--- src/rtl/gdt_ram.sv ---
// ----------------------------------------------------------------------------
// Simple dual-port RAM
// One write port and one read port with registered read data.
// ----------------------------------------------------------------------------
module gdt_ram #(
   parameter int DEPTH = 256,
   parameter int WIDTH = 9
) (
   input  logic                     clock,
   input  logic                     we,
   input  logic [$clog2(DEPTH)-1:0] waddr,
   input  logic [WIDTH-1:0]         wdata,
   input  logic [$clog2(DEPTH)-1:0] raddr,
   output logic [WIDTH-1:0]         rdata
);

   logic [WIDTH-1:0] mem [DEPTH];

   // Write port.
   always_ff @(posedge clock) begin
      if (we) begin
         mem[waddr] <= wdata;
      end
   end

   // Read port, registered.
   always_ff @(posedge clock) begin
      rdata <= mem[raddr];
   end

endmodule

--- config.mk ---
export PLATFORM = sky130hd
export DESIGN_NAME = gdt_ram
export DESIGN_NICKNAME = d
export VERILOG_FILES = /design/src/rtl/gdt_ram.sv
export SDC_FILE = /design/constraint.sdc
export NUM_CORES = 2
export LEC_CHECK = 0
export BUFFER_PORTS_ARGS = -buffer_cell sky130_fd_sc_hd__buf_2
export CAP_MARGIN = 20
export CORE_MARGIN = 1.5
export CORE_UTILIZATION = 41
export CTS_CLUSTER_DIAMETER = 40
export DETAILED_ROUTE_END_ITERATION = 6
export MAX_ROUTING_LAYER = met4
export SLEW_MARGIN = 20
export SYNTH_ARGS = -nofsm -noshare
export SYNTH_HDL_FRONTEND = slang
export SYNTH_SLANG_ARGS = --single-unit
--- constraint.sdc ---
create_clock -name clock -period 2.6 [get_ports clock]
set_input_delay 0.13 -clock clock [delete_from_list [all_inputs] [get_ports clock]]
set_output_delay 0.13 -clock clock [all_outputs]
set_load 0.01 [all_outputs]
======== Word level (Yosys, flattened, before mapping) ========
Memory sizes are Yosys's and may differ from the RTL's. A register that Yosys moved wholly into a read port is not among the register bits.
Cells that the tools add are included.
storage, ports and cells
  bits in registers ....................... 0
  bits in writable memories ............... 2304
  bits of input ports ..................... 27
  output and inout port bits .............. 9
  word-level logic and storage cells ...... 3
  memories kept ........................... 1
operators by class
  mux-type cells .......................... 2
memory list
  memory  depth  bits a word  rd ports  clocked after Yosys merged registers in  write ports  RTL line  text
  mem     256    9            1         1                                        1            17        logic [WIDTH-1:0] mem [DEPTH];
operator list
  kind               count
  1-bit two-way mux  2

======== Longest topological paths before layout ========
  depth after elaboration ................. 2
  depth in mapped cells ................... 11
  depth with buffers taken out ............ 6

======== Worst setup path before layout ========
No wires, ideal clock.
  path kind ............................... input to register
  start ................................... in waddr[3]
  end ..................................... mem mem[235][0] (enable)
  data arrival time ....................... 1.617 ns
  data required time ...................... 2.226 ns
  setup slack ............................. 0.609 ns
  stages on the path ...................... 6
  cell sequence ........................... clkbuf_1 > nor2b_1 > clkbuf_1 > nand4_1 > clkbuf_1 > nor2_1
RTL lines
  element      RTL line  text
  from (decl)  11        input logic [$clog2(DEPTH)-1:0] waddr,
  to (decl)    17
Straight into the memory's write port.

==> metrics.md <==
| Metric | Value |
|---|---|
| Status | `finished clean` |
| I/O pin cnt | `36` |
| Critical path endpoint category | `register` |
| Asr flop ratio synth | `0%` |
| Area of the multi-input gates | `0.0184 mm²` |
| Post-synthesis instance total | `between 4,000 and 5,000` |
| Critical path arrival | `3320 ps` |
| Max-Cap Viols | `0` |
| Distinct cells, synth | `57` |
| Cell Count, Final, Fillers Out | `8,097` |
| Pwr dens | `804 mW/mm²` |
| CTS tree | `done` |
| Final Cycle Share | `between 90% and 100%` |
| Max incr delay on CP | `between 700 and 800 ps` |
| Residual DRC | `0` |
| Final hold violation count | `0` |
| Via/cell ratio | `approximately 5.7` |
| CP Class | `reg2reg` |
| Average size of a mapped cell | `21.1 µm²` |
| Register bit count reported by yosys | `2,313` |
| Startpoint types | `register` |
| Slowest-stage cell, CP | `nor4_2` |
| Filler cell count | `17,161` |
| Worst VDD drop | `0.584 mV` |
| RSZ-0062 raised after global routing | `no` |
| Worst Hold Class | `in2reg` |
| Post-synth net total | `around 4,300` |
| Count leader, synth | `edfxtp_1` |
| Clk slew on worst S/H paths | `about 60 ps` |
| Initial antenna violation count | `14` |
| Most used DFF post-synth | `edfxtp_1` |
| Fmax | `0.393 GHz` |
| Worst Tran Pin Value | `around 1000 ps` |
| TritonRoute pass-1 iters | `6` |
| Place WS | `-749 ps` |
| Top cells by area, synth | `edfxtp_1 77%, mux4_2 12%, mux2i_1 2.0%` |
| Area Growth Syn to Fin | `20.7%` |
| Pwr Total | `86.7 mW` |
| Max_slew headroom | `a little under a third` |
| Share of cells above drive strength 1 | `32.1%` |
| Detailed placement HPWL | `150,000 µm` |
| Grt ovf | `0` |
| Total placed cells including tap cells | `7,535` |
| P_leak | `35.1 nW` |
| Crit path cell chain | `mux4_2, a22oi_1, a21oi_1, nor4_2, buf_4, nor4_1` |
| Pin count of the biggest net entering global routing | `around 110` |
| Starting density of the core | `41.2%` |
| Crit Path Max Fanout | `1` |
| Chip width | `470 µm` |
| Root Driver | `clkbuf_16` |
| Endpoints failing setup | `0` |
| Final #Nets | `approximately 5,000` |
| Core Box Area | `0.217 mm²` |
| Site Rows | `171` |
| # port buffers | `35` |
| Critical path required time | `3380 ps` |
| Top cell type's share of synthesized area | `77.5%` |
| Die height | `470 µm` |
| Placer congestion estimate | `0.883` |
| Crit path buf inv count | `1` |
| Post-synthesis sequential area ratio | `77.7%` |
| Avg WL per Cell | `around 29 µm` |
| Setup ws final | `56.5 ps` |
| Commonest cells post-synth | `2,304 x edfxtp_1, 467 x mux4_2, 305 x nor2_1` |
| ANT nets after route | `0` |
| First-pass GRT wire length | `339,000 µm` |
| Sink Count | `2,313` |
| Number of synthesized flops with an enable pin | `2,304` |
| Synth Warn # | `0` |
| CTS buffer count | `305` |
| CTS HTree Levels | `5` |
| Sequential cell area | `0.0694 mm²` |
| Routed wire length | `236,000 µm` |
| Total GRT Usage | `about 22%` |
| Setup TNS | `0 ps` |
| Clock Latency Late Sink | `930 ps` |
| Final Skew | `61.7 ps` |
| CP top delay family | `simple AND/OR/NAND/NOR gates` |
| Cell Area, Synth | `0.0893 mm²` |
| Iter 0 DRT Violations | `5,780` |
| Area leader, netlist | `edfxtp_1` |
| Final slew viol count | `0` |
| Full die area | `0.221 mm²` |
| Vias | `46,531` |
| Vias in the first global route | `46,869` |
| CTS Buffer Depth | `4` |
| Tmin final | `2540 ps` |
-- state kept, by name, indices dropped and copies added, names as in the netlist --
signal / cells
mem: 2304
rdata: 9
-- what timing repair did --
item / 4_1_cts / 5_1_grt
hold endpoints to repair: 2117 / 0
hold buffers: 20 / 0
buffers inserted: 0 / 0
setup endpoints to repair: 5 / 0
resized for setup: 5 / 0
-- metal layers --
layer	up-vias	GRT usage [%]	routed length [µm]
li1	19440	-	-
met1	24632	30.0	97000
met2	2055	33.0	111000
met3	404	4.18	19800
met4	0	7.73	8250
met5	-	-	0
-- where the power goes --
group          internal, mW  total, mW  switching (mW)  leakage (nW)
combinational          1.61       4.23            2.61          9.47
clock                  25.5       41.3            15.8          4.83
sequential             41.1       41.2          0.0956          20.8
total                  68.2       86.7            18.5          35.1
-- worst min-delay path, cell delays in order --
cell and delay (ps):
buf_2 290, buf_4 320, a32oi_1 190, nor3_1 80
-- worst paths after layout --
kind,cells after the start,startpoint,endpoint,slack [ps]
max,6,mem[64][8],rdata[8],60
min,4,raddr[4],rdata[7],180
max reg2reg,6,mem[64][8],rdata[8],60
min reg2reg,6,mem[47][7],rdata[7],1050
-- logic make-up (layout without fill, tap and decap cells) --
family          count (synthesis)  count (layout)  share of synthesized area [%]
compound gates                489             489                           3.75
flops                        2313            2313                           77.7
mux                           674             674                           14.3
other cells                     0              12                              0
buf+inv                       261            1255                           1.75
simple gates                  500             500                           2.50
-- cells in the final DEF, fill, tap and decap left out, drive strengths merged, types with 10 or more instances in the layout --
cell and n:
a211oi 26, a21oi 98, a221oi 11, a22oi 174, a31oi 10, buf 703
bufinv 34, clkbuf 345, clkinv 87, clkinvlp 27, diode 12, dlygate4sd3 20
edfxtp 2304, inv 39, mux2 21, mux2i 177, mux4 476, nand2 40
nand3 31, nand4 11, nor2 305, nor2b 28, nor3 21, nor4 27
o21ai 36, o221ai 36, o22ai 65
-- through the flow --
stage / hold WS, ps / utilization (%) / cell area, µm²
floorplan: 229 / - / 89300
global placement: 520 / 45.0 / 97500
finish: 177 / 49.7 / 108000
CTS: 112 / 49.7 / 108000
global route: 167 / 49.7 / 108000
detailed placement: 526 / 45.0 / 97500
-- final cells by class --
type / instances / share of cell area [%]
sequential: 2313 / 64.4
multi-input combinational: 1663 / 17.1
clock buffer: 345 / 7.35
timing repair buffer: 723 / 5.91
tap: 2854 / 3.31
clock inverter: 185 / 1.95
antenna: 12 / 0.0279
inverter: 2 / 0.00696
(Power assumes the default switching activity.)
