## config.mk

```make
export PLATFORM = sky130hd
export DESIGN_NAME = gdt_scan
export DESIGN_NICKNAME = d
export VERILOG_FILES = /design/src/rtl/gdt_pkg.sv /design/src/rtl/gdt_scan.sv
export SDC_FILE = /design/constraint.sdc
export NUM_CORES = 1
export LEC_CHECK = 0
export BUFFER_PORTS_ARGS = -buffer_cell sky130_fd_sc_hd__buf_2
export CAP_MARGIN = 40
export CORE_UTILIZATION = 30
export DETAILED_ROUTE_END_ITERATION = 12
export REMOVE_ABC_BUFFERS = 1
export SLEW_MARGIN = 20
export SYNTH_ARGS = -nofsm -noshare
export SYNTH_HDL_FRONTEND = slang
export SYNTH_SLANG_ARGS = --single-unit
export TNS_END_PERCENT = 10
```

## constraint.sdc

```tcl
create_clock -name vclk -period 5
set_input_delay 0.25 -clock vclk [all_inputs]
set_output_delay 0.25 -clock vclk [all_outputs]
set_load 0.02 [all_outputs]
```

## src/rtl/gdt_pkg.sv

```systemverilog
// ----------------------------------------------------------------------------
// Graph traversal package
// Shared sizes, the control state type and the row scan result for the
// depth-first / breadth-first traversal unit.
// ----------------------------------------------------------------------------
package gdt_pkg;

   // Graph size and derived widths.
   localparam int NODES     = 256;
   localparam int NODE_W    = 9;                       // node number 0..NODES
   localparam int IDX_W     = $clog2(NODES);           // node number minus one
   localparam int ROW_WORDS = (NODES + 63) / 64;       // 64-bit words per row
   localparam int WORD_W    = (ROW_WORDS > 1) ? $clog2(ROW_WORDS) : 1;
   localparam int ADJ_DEPTH = NODES * ROW_WORDS;
   localparam int ADJ_AW    = $clog2(ADJ_DEPTH);

   // Request modes.
   localparam logic [1:0] MODE_LOAD    = 2'd0;
   localparam logic [1:0] MODE_NEXT    = 2'd1;
   localparam logic [1:0] MODE_RESTART = 2'd2;

   // Register indexes.
   localparam logic CSR_NODE_COUNT = 1'b0;
   localparam logic CSR_KIND       = 1'b1;

   // Control states.
   typedef enum logic [2:0] {
      ST_CLEAR,
      ST_IDLE,
      ST_EDGE_RD,
      ST_EDGE_WR,
      ST_PTR,
      ST_NODE,
      ST_SCAN,
      ST_RESP
   } state_type;

   // Outcome of scanning one adjacency word.
   typedef struct packed {
      logic              beyond;   // word starts past the active node count
      logic              hit;      // an unvisited neighbor was found
      logic              last;     // no further word of this row is in range
      logic [5:0]        bit_idx;  // bit of the neighbor inside the word
      logic [NODE_W-1:0] node;     // neighbor node number
   } scan_type;

endpackage

```

## src/rtl/gdt_scan.sv

```systemverilog
// ----------------------------------------------------------------------------
// Adjacency word scanner
// Masks one row word with the visited marks and the active node range and
// finds the lowest remaining neighbor.
// ----------------------------------------------------------------------------
module gdt_scan
   import gdt_pkg::*;
(
   input  logic [63:0]       adj_word,
   input  logic [63:0]       vis_word,
   input  logic [WORD_W-1:0] word,
   input  logic [NODE_W-1:0] count,
   output scan_type          result
);

   logic [NODE_W+1:0] base;
   logic [NODE_W+1:0] diff;
   logic [63:0]       mask;
   logic [63:0]       bits;
   logic [5:0]        idx;

   always_comb begin
      base = (NODE_W+2)'(word) << 6;
      diff = (NODE_W+2)'(count) - base;

      // Only targets up to the active node count take part.
      if (diff < (NODE_W+2)'(64)) begin
         mask = (64'd1 << diff[5:0]) - 64'd1;
      end else begin
         mask = '1;
      end
      bits = adj_word & ~vis_word & mask;

      // Lowest set bit.
      idx = '0;
      for (int b = 63; b >= 0; b--) begin
         if (bits[b]) begin
            idx = 6'(b);
         end
      end

      result.beyond  = (base >= (NODE_W+2)'(count));
      result.hit     = (bits != 64'd0);
      result.last    = (word == WORD_W'(ROW_WORDS - 1)) ||
                       (base + (NODE_W+2)'(64) >= (NODE_W+2)'(count));
      result.bit_idx = idx;
      result.node    = NODE_W'(base) + NODE_W'(idx) + NODE_W'(1);
   end

endmodule

```

# Word level (Yosys, flattened, before mapping)
# Cells that the tools add are included.
# word_totals
in_bits,139
word_cells,80
regBits,0
output_inout_bits,18
# op_classes
addsub,5
muxes,65
n_shift,1
bitwise,3
eq_ne,1
reduce_logical,2
magnitude_cmp,3
# ops
cell,n
two-way mux 6 bit,64
AND 64 bit,2
two-way mux 64 bit,1
NOT 64 bit,1
nonzero test 64 bit,1
"left shift 1 x 6 -> 64 bit, first input constant",1
"subtractor 64 x 1 -> 64 bit, second input constant",1
"< comparator 11 x 7 -> 1 bit, second input constant",1
subtractor 9 x 8 -> 10 bit,1
adder 8 x 6 -> 9 bit,1
"adder 8 x 7 -> 9 bit, second input constant",1
"adder 9 x 1 -> 9 bit, second input constant",1
>= comparator 8 x 9 -> 1 bit,1
>= comparator 9 bit,1
"equality test 2 bit, second input constant",1
logical OR 1 bit,1

# Longest topological paths before layout
# Gate-level depths: netlist of the first run.
# depth
ltp_word,71
depth_mapped,24
depth_no_buf,17

# Worst setup path before layout of the first run
# No wires, ideal clock.
# synth_timing
path_kind,in2out
startpoint,in count[2]
endpoint,out result[6] in the netlist's numbering
path_slack_ns,-0.055
path_buffers,4
stages,20
required_ns,4.750
arrival_time_ns,4.805
cell_sequence,buf_6 > or4_4 > buf_6 > nor2_2 > nand2_1 > ha_1 > buf_2 > inv_1 > clkbuf_1 > o21ai_0 > a311oi_1 > a211oi_1 > nor4b_1 > a211oi_1 > a2111o_1 > a21oi_1 > ha_1 > inv_1 > nor4b_4 > xnor2_1
# synth_rtl
item,line_no,source
start: declaration,gdt_scan.sv:12,"input logic [NODE_W-1:0] count,"
end: declaration,gdt_scan.sv:13,output scan_type result

==> impl_metrics.yaml, run 1 <==
die:
  start_util_pct: 31.0
  dieArea_sq_mm: 0.0136
  die_h_um: 117
  boundaryPins: 157
  dieWidth_um: 117
  num_rows: 41
  fp.coreArea_sq_mm: 0.0127
timing:
  fin_crit_sh_pct: 96.8
  hold_viol_final: 0
  rsz0062_at_grt: "true"
  finalWorstPathRequiredPeriod_ps: 4840
  setup-violations-final: 0
  fin_tns_setup_ps: 0
  fmax_mhz: 207
  hold_ws_ps: 888
  slew_violations: 0
  slew_headroom_pct: 52.6
  tightest_slew_ps: 708
place:
  dpl.hpwl_mm: 13.8
  routabilityCongestion: 0.958
  port_buffers: 157
  placed_cells: 928
critical_path:
  crit_fanout: 10
  path_buf_inv: 3
  crit_path_frequent_cell: "buf_2"
  worst_setup_path_start_kind: "input port"
  worstPathRequired_ps: 4750
  slowest_delay_ps: 540
  slowest_stage: "or4_4"
  crit_arrival_ps: 4590
  path_cells: "buf_2 -> or4_4 -> nor2_2 -> nand2_1 -> ha_1 -> nand2b_1 -> buf_4 -> a2bb2oi_1 -> a311oi_2 -> nor4b_2 -> o2111ai_1 -> a211oi_1 -> nor3_2 -> o41ai_4 -> nor4b_4 -> xnor2_1 -> buf_2"
  crit_path_end_kind: "output port"
  worstSetupPathType: "input port to output port"
  critical_path.top_delay_family: "simple AND/OR/NAND/NOR gates"
finish:
  design.seq.count: 0
  fill_cells: 1411
  areaGrowthSynthToFinish_pct: 32.1
  layout-drive-gt1-share_pct: 33.9
  regArea_sq_um: 0
  antenna_cells: 0
  num-clock-buffers: 0
  final_cells: 929
  nets: 908
global_routing:
  first_global_vias: 5013
  grt_max_degree: 30
  use_met3_pct: 1.35
  grt_pass1_wl_mm: 26.1
  antenna_found_initial: 0
  busiest_layer: "met2"
  overflow: 0
  grt_use_met1_pct: 34.9
  gr-usage-met2_pct: 39.2
  gr-usage-all-layers_pct: 24.3
synth:
  synth.most_common_cell: "nand2_1"
  netlist_area_sq_mm: 0.00394
  synth_top_area_share_pct: 5.55
  syn_avg_cell_area_sq_um: 6.73
  yosys_warnings: 0
  netlist.top_cell.by_area: "nor2b_1"
  synth_commonest_cells: "37 x nand2_1, 35 x nor2b_1, 34 x inv_1, 34 x nor2_1, 33 x nand2b_1"
  ys_types: 99
  synth_seq_area_share_pct: 0
  synthTopCellsByArea: "nor2b_1 5.6%, nand2b_1 5.2%, a21oi_1 3.6%"
  synthCells: 586
routing:
  drc_errors: 0
  ant_nets: 0
  drt-pass1-iter-count: 5
  dr_total_vias: 5481
  drtIter0Drc: 609
  wl_per_cell_um: 18.2
  vias_per_cell: 5.90
  routed_wl_mm: 16.9
min_path:
  hold_class: "input port to output port"
run:
  cap_viol_max_count: 0
outcome:
  status: "completed"
power:
  cellPowerDensity_mw_per_mm2: 93.8
  p_seq_share_pct: 0
  pwr-share-clk_pct: 0
  ir_worst_vdd_uv: 24.2
  internal-power_mw: 0.207
  switching_share_pct: 57.7
  power_mw: 0.488
  pwr-share-comb_pct: 100.0
  switching_power_mw: 0.282
  p_leak_nw: 2.23
cell type report:
cell class / instances / area [sq um] / share of cell area, %
Multi-Input combinational cell: 512 / 3650 / 70.1
Tap cell: 172 / 215 / 4.13
Timing Repair Buffer: 211 / 1220 / 23.3
Inverter: 34 / 128 / 2.45
kinds of logic after synthesis:
kind of cell / count (synthesis) / share of synthesized area, %
buffers and inverters: 74 / 8.70
multiplexers: 3 / 0.762
adder cells (fa/ha/maj): 10 / 3.36
AO/OA/AOI/OAI: 206 / 39.9
XOR/XNOR: 16 / 3.55
AND/OR/NAND/NOR: 277 / 43.7
per-stage QoR:
stage | worst slack [ps] | utilization (%) | area, sq um
finish | 160 | 40.9 | 5210
CTS | 41.9 | 40.5 | 5150
detailed placement | 52.9 | 40.5 | 5150
global route | -26.4 | 40.9 | 5210
floorplan | -559 | - | 3730
global placement | 195 | 40.5 | 5150
worst min-delay path, delay by kind of cell:
family | cells | cell delay (ps)
buf+inv | 2 | 300
xor+xnor | 1 | 90
layer usage:
layer	wire, um	share of wire [%]	up-vias
li1	-	-	2614
met1	7480	44	2496
met2	7490	44	329
met3	1460	8.6	42
met4	503	3.0	0
met5	0	0	-
repair_timing:
action / CTS / global route
setup endpoints to repair: 0 / 6
buffers inserted: 0 / 1
hold buffers: 0 / 0
resized for setup: 0 / 10
power groups by stage:
stage                     Sequential, mW  Clock (mW)  Combinational (mW)
after CTS                              0           0               0.471
final                                  0           0               0.488
after global placement                 0           0               0.469
after global routing                   0           0               0.529
after detailed placement               0           0               0.469
after floorplan                        0           0               0.265
path summary, 6_finish.rpt:
| path | from | endpoint | slack [ps] | cells after the start |
|---|---|---|---|---|
| setup / recovery | count[1] | result[6] | 160 | 17 |
| hold / removal | word[1] | result[7] | 890 | 3 |
placed cells by master (no fill, tap or decap), types with 5 or more instances in the layout:
cell	synthesis	routed
a211o_1	6	6
a211oi_1	14	14
a21boi_0	5	5
a21oi_1	28	27
a221oi_1	6	5
a311oi_1	7	6
a31oi_1	5	5
and2_1	9	9
and3_1	11	10
buf_2	15	157
buf_4	2	52
ha_1	9	9
inv_1	34	34
nand2_1	37	37
nand2b_1	33	33
nand3_1	19	19
nand3b_1	5	5
nand4_1	7	7
nor2_1	34	34
nor2b_1	35	35
nor3_1	22	22
o2111ai_1	7	7
o211ai_1	9	9
o21a_1	5	5
o21ai_0	28	27
o21ai_1	6	6
o31a_1	5	5
o31ai_1	11	11
or2_2	5	5
or3_1	9	9
xnor2_1	12	12
Note: power is estimated with default switching activity, not from simulation.
==> run 2: changes to the inputs <==
Settings changed: BUFFER_PORTS_ARGS -buffer_cell sky130_fd_sc_hd__buf_2 to -buffer_cell sky130_fd_sc_hd__buf_4.
==> impl_metrics.yaml, run 2 (synthesis gave the netlist of run 1 again) <==
timing:
  tightest_slew_ps: 795
  slew_violations: 0
  setup-violations-final: 0
  slew_headroom_pct: 46.8
  hold_viol_final: 0
  worst_slack_ps: 196
  rsz0062_at_grt: "false"
  finalWorstPathRequiredPeriod_ps: 4800
  hold_ws_ps: 847
  fin_crit_sh_pct: 96.1
  fmax_mhz: 208
routing:
  drt-pass1-iter-count: 5
  drtIter0Drc: 350
  routed_wl_mm: 17.7
  wl_per_cell_um: 19.0
  vias_per_cell: 5.91
  dr_total_vias: 5486
  drc_errors: 0
  ant_nets: 0
global_routing:
  overflow: 0
  grt_pass1_wl_mm: 26.7
  first_global_vias: 5295
  grt_max_degree: 37
  gr-usage-all-layers_pct: 24.8
  antenna_found_initial: 0
power:
  pwr-share-comb_pct: 100.0
  pwr-share-clk_pct: 0
  cellPowerDensity_mw_per_mm2: 95.0
  p_seq_share_pct: 0
  p_leak_nw: 2.37
  power_mw: 0.537
  internal-power_mw: 0.246
  switching_share_pct: 54.2
  switching_power_mw: 0.291
  ir_worst_vdd_uv: 48.2
die:
  die_h_um: 117
  dieWidth_um: 117
  start_util_pct: 31.0
  boundaryPins: 157
  dieArea_sq_mm: 0.0136
  num_rows: 41
  fp.coreArea_sq_mm: 0.0127
place:
  dp_slack_ps: -28.7
  dpl.hpwl_mm: 14.2
  place_area_sq_mm: 0.00556
  port_buffers: 157
  placed_cells: 927
  routabilityCongestion: 0.954
critical_path:
  worstPathRequired_ps: 4750
  crit_arrival_ps: 4550
  worst_setup_path_start_kind: "input port"
  crit_path_end_kind: "output port"
  crit_fanout: 17
  worstSetupPathType: "input port to output port"
min_path:
  hold_class: "input port to output port"
  hold-path-cell-count: 3
  hold_path_startpoint: "word[1]"
  hold_path_end: "result[7]"
finish:
  antenna_cells: 0
  final_cells: 929
  stdcell_area_sq_mm: 0.00566
  num-clock-buffers: 0
  layout_commonest_cell: "buf_4"
  layout-drive-gt1-share_pct: 34.6
  areaGrowthSynthToFinish_pct: 43.4
  design.seq.count: 0
  final_cell_mix: "208 x buf_4, 37 x nand2_1, 35 x nor2b_1, 34 x inv_1, 34 x nor2_1"
  nets: 908
  regArea_sq_um: 0
cts:
  holdBufCountCts: 0
outcome:
  status: "completed"
run:
  cap_viol_max_count: 0
-- run 2: per-stage QoR --
step	utilization, %	TNS [ps]
6_report	44.5	0
5_1_grt	44.5	0
4_1_cts	43.7	0
3_5_place_dp	43.7	-52.5
3_3_place_gp	43.7	0
2_1_floorplan	-	-2420
-- run 2: power groups by stage --
stage	Clock, mW	Combinational (mW)	Sequential (mW)
6_report	0	0.537	0
5_1_grt	0	0.577	0
4_1_cts	0	0.516	0
3_5_place_dp	0	0.513	0
3_3_place_gp	0	0.510	0
2_1_floorplan	0	0.265	0
-- run 2: worst max-delay path, cell delays in order --
cell and delay [ps]:
buf_4 130, ha_1 230, fa_1 380, ha_1 320, and3b_1 270, o21ai_2 170
buf_12 210, buf_4 200, o311ai_4 340, o31a_1 220, nand2_1 100, a221oi_2 310
o31ai_1 170, a31o_2 290, o22a_1 220, ha_1 230, inv_1 120, buf_4 130
xnor2_1 100, buf_4 160
-- run 2: layer usage --
metal | global-route usage [%] | vias to the layer above | part of all wire (%)
li1 | - | 2626 | -
met1 | 32.9 | 2559 | 43
met2 | 41.7 | 260 | 45
met3 | 3.01 | 41 | 8.7
met4 | 8.02 | 0 | 3.2
met5 | 0 | - | 0
-- run 2: how the worst max path moves through the flow --
stage,start,end,slack (ps)
floorplan,count[6],result[6],-560
global placement,word[0],result[2],10
detailed placement,word[0],result[6],-30
CTS,word[0],result[6],40
global route,word[0],result[6],10
finish,word[0],result[2],200
-- run 2: cell type report --
type	instances	area (sq um)
Fill cell	1370	7070
Tap cell	172	215
Multi-Input combinational cell	512	3690
Timing Repair Buffer	211	1620
Inverter	34	128
-- run 2: timing repair --
item,CTS,global route
pin swaps,0,2
setup endpoints to repair,2,7
hold endpoints to repair,0,0
buffers inserted,0,2
gates resized for setup,1,15
==> run 3: changes to the inputs <==
Settings changed: CORE_MARGIN from default to 5.
==> impl_metrics.yaml, run 3 (synthesis gave the netlist of run 1 again) <==
global_routing:
  grt_pass1_wl_mm: 29.0
  antenna_found_initial: 0
  first_global_vias: 5439
  gr-usage-all-layers_pct: 22.2
  grt_max_degree: 36
  overflow: 0
power:
  ir_worst_vdd_uv: 37.9
  cellPowerDensity_mw_per_mm2: 95.7
  power_mw: 0.538
  p_leak_nw: 2.35
routing:
  vias_per_cell: 6.02
  drc_errors: 0
  ant_nets: 0
  dr_total_vias: 5576
  drt-pass1-iter-count: 5
  routed_wl_mm: 18.8
  drtIter0Drc: 531
  wl_per_cell_um: 20.3
timing:
  slew_violations: 0
  finalWorstPathRequiredPeriod_ps: 4820
  slew_headroom_pct: 42.7
  hold_ws_ps: 843
  fin_crit_sh_pct: 96.3
  fmax_mhz: 208
  hold_viol_final: 0
  tightest_slew_ps: 858
  setup-violations-final: 0
finish:
  antenna_cells: 0
  design.seq.count: 0
  final_cells: 926
  areaGrowthSynthToFinish_pct: 42.5
  fin_util_pct: 44.0
  regArea_sq_um: 0
  num-clock-buffers: 0
  stdcell_area_sq_mm: 0.00562
  layout-drive-gt1-share_pct: 34.0
  final_cell_mix: "204 x buf_4, 37 x nand2_1, 35 x nor2b_1, 34 x inv_1, 34 x nor2_1"
  nets: 905
  layout_commonest_cell: "buf_4"
die:
  boundaryPins: 157
  dieArea_sq_mm: 0.0155
  dieWidth_um: 125
  die_h_um: 125
  start_util_pct: 30.9
  fp.coreArea_sq_mm: 0.0128
  num_rows: 41
critical_path:
  startpoint: "word[0]"
  worst_setup_path_start_kind: "input port"
  crit_arrival_ps: 4570
  crit_path_end_kind: "output port"
  worstSetupPathType: "input port to output port"
  worstPathRequired_ps: 4750
  crit_fanout: 17
place:
  port_buffers: 157
  dpl.hpwl_mm: 15.0
  placed_cells: 924
  routabilityCongestion: 1.01
  place_area_sq_mm: 0.00553
run:
  cap_viol_max_count: 0
min_path:
  hold_class: "input port to output port"
  hold_path_startpoint: "word[1]"
cts:
  holdBufCountCts: 0
outcome:
  status: "completed"
-- run 3: metal layers --
| metal | vias up | routed length (um) | track usage (%) |
|---|---|---|---|
| li1 | 2610 | - | - |
| met1 | 2575 | 7650 | 29.1 |
| met2 | 347 | 8530 | 36.4 |
| met3 | 44 | 2060 | 5.19 |
| met4 | 0 | 550 | 5.87 |
| met5 | - | 0 | 0 |
-- run 3: area by class of cell --
class	instances	area, sq um
fill	1361	7160
tap	172	215
multi-input combinational	512	3660
inverter	34	128
timing repair buffer	208	1620
-- run 3: worst paths after layout --
| check | endpoint | slack, ps | depth (start not counted) |
|---|---|---|---|
| worst min-delay path | result[7] | 840 | 3 |
| worst max-delay path | result[6] | 180 | 20 |
-- run 3: critical path, stage by stage --
cell,delay (ps)
buf_4,140
ha_1,240
fa_1,400
ha_1,330
nand3b_1,180
a21oi_4,300
buf_12,200
and3_1,190
o32ai_1,100
nor4_1,340
buf_4,180
o31ai_1,60
o31ai_1,350
a31o_2,220
o22a_1,170
ha_2,200
inv_1,80
nor4b_4,300
xnor2_1,160
buf_4,160
-- run 3: stage by stage --
step	setup slack, ps	setup TNS [ps]
global placement	305	0
finish	183	0
detailed placement	186	0
floorplan	-559	-2420
CTS	171	0
global route	-17.6	-17.6
-- run 3: power by group --
group	internal, mW	switching [mW]	total (mW)
clock network	0	0	0
logic	0.246	0.291	0.538
registers	0	0	0
total	0.246	0.291	0.538
-- run 3: repair_timing --
action | 4_1_cts | 5_1_grt
buffers inserted | 0 | 1
setup endpoints to repair | 0 | 1
gates resized for setup | 0 | 11
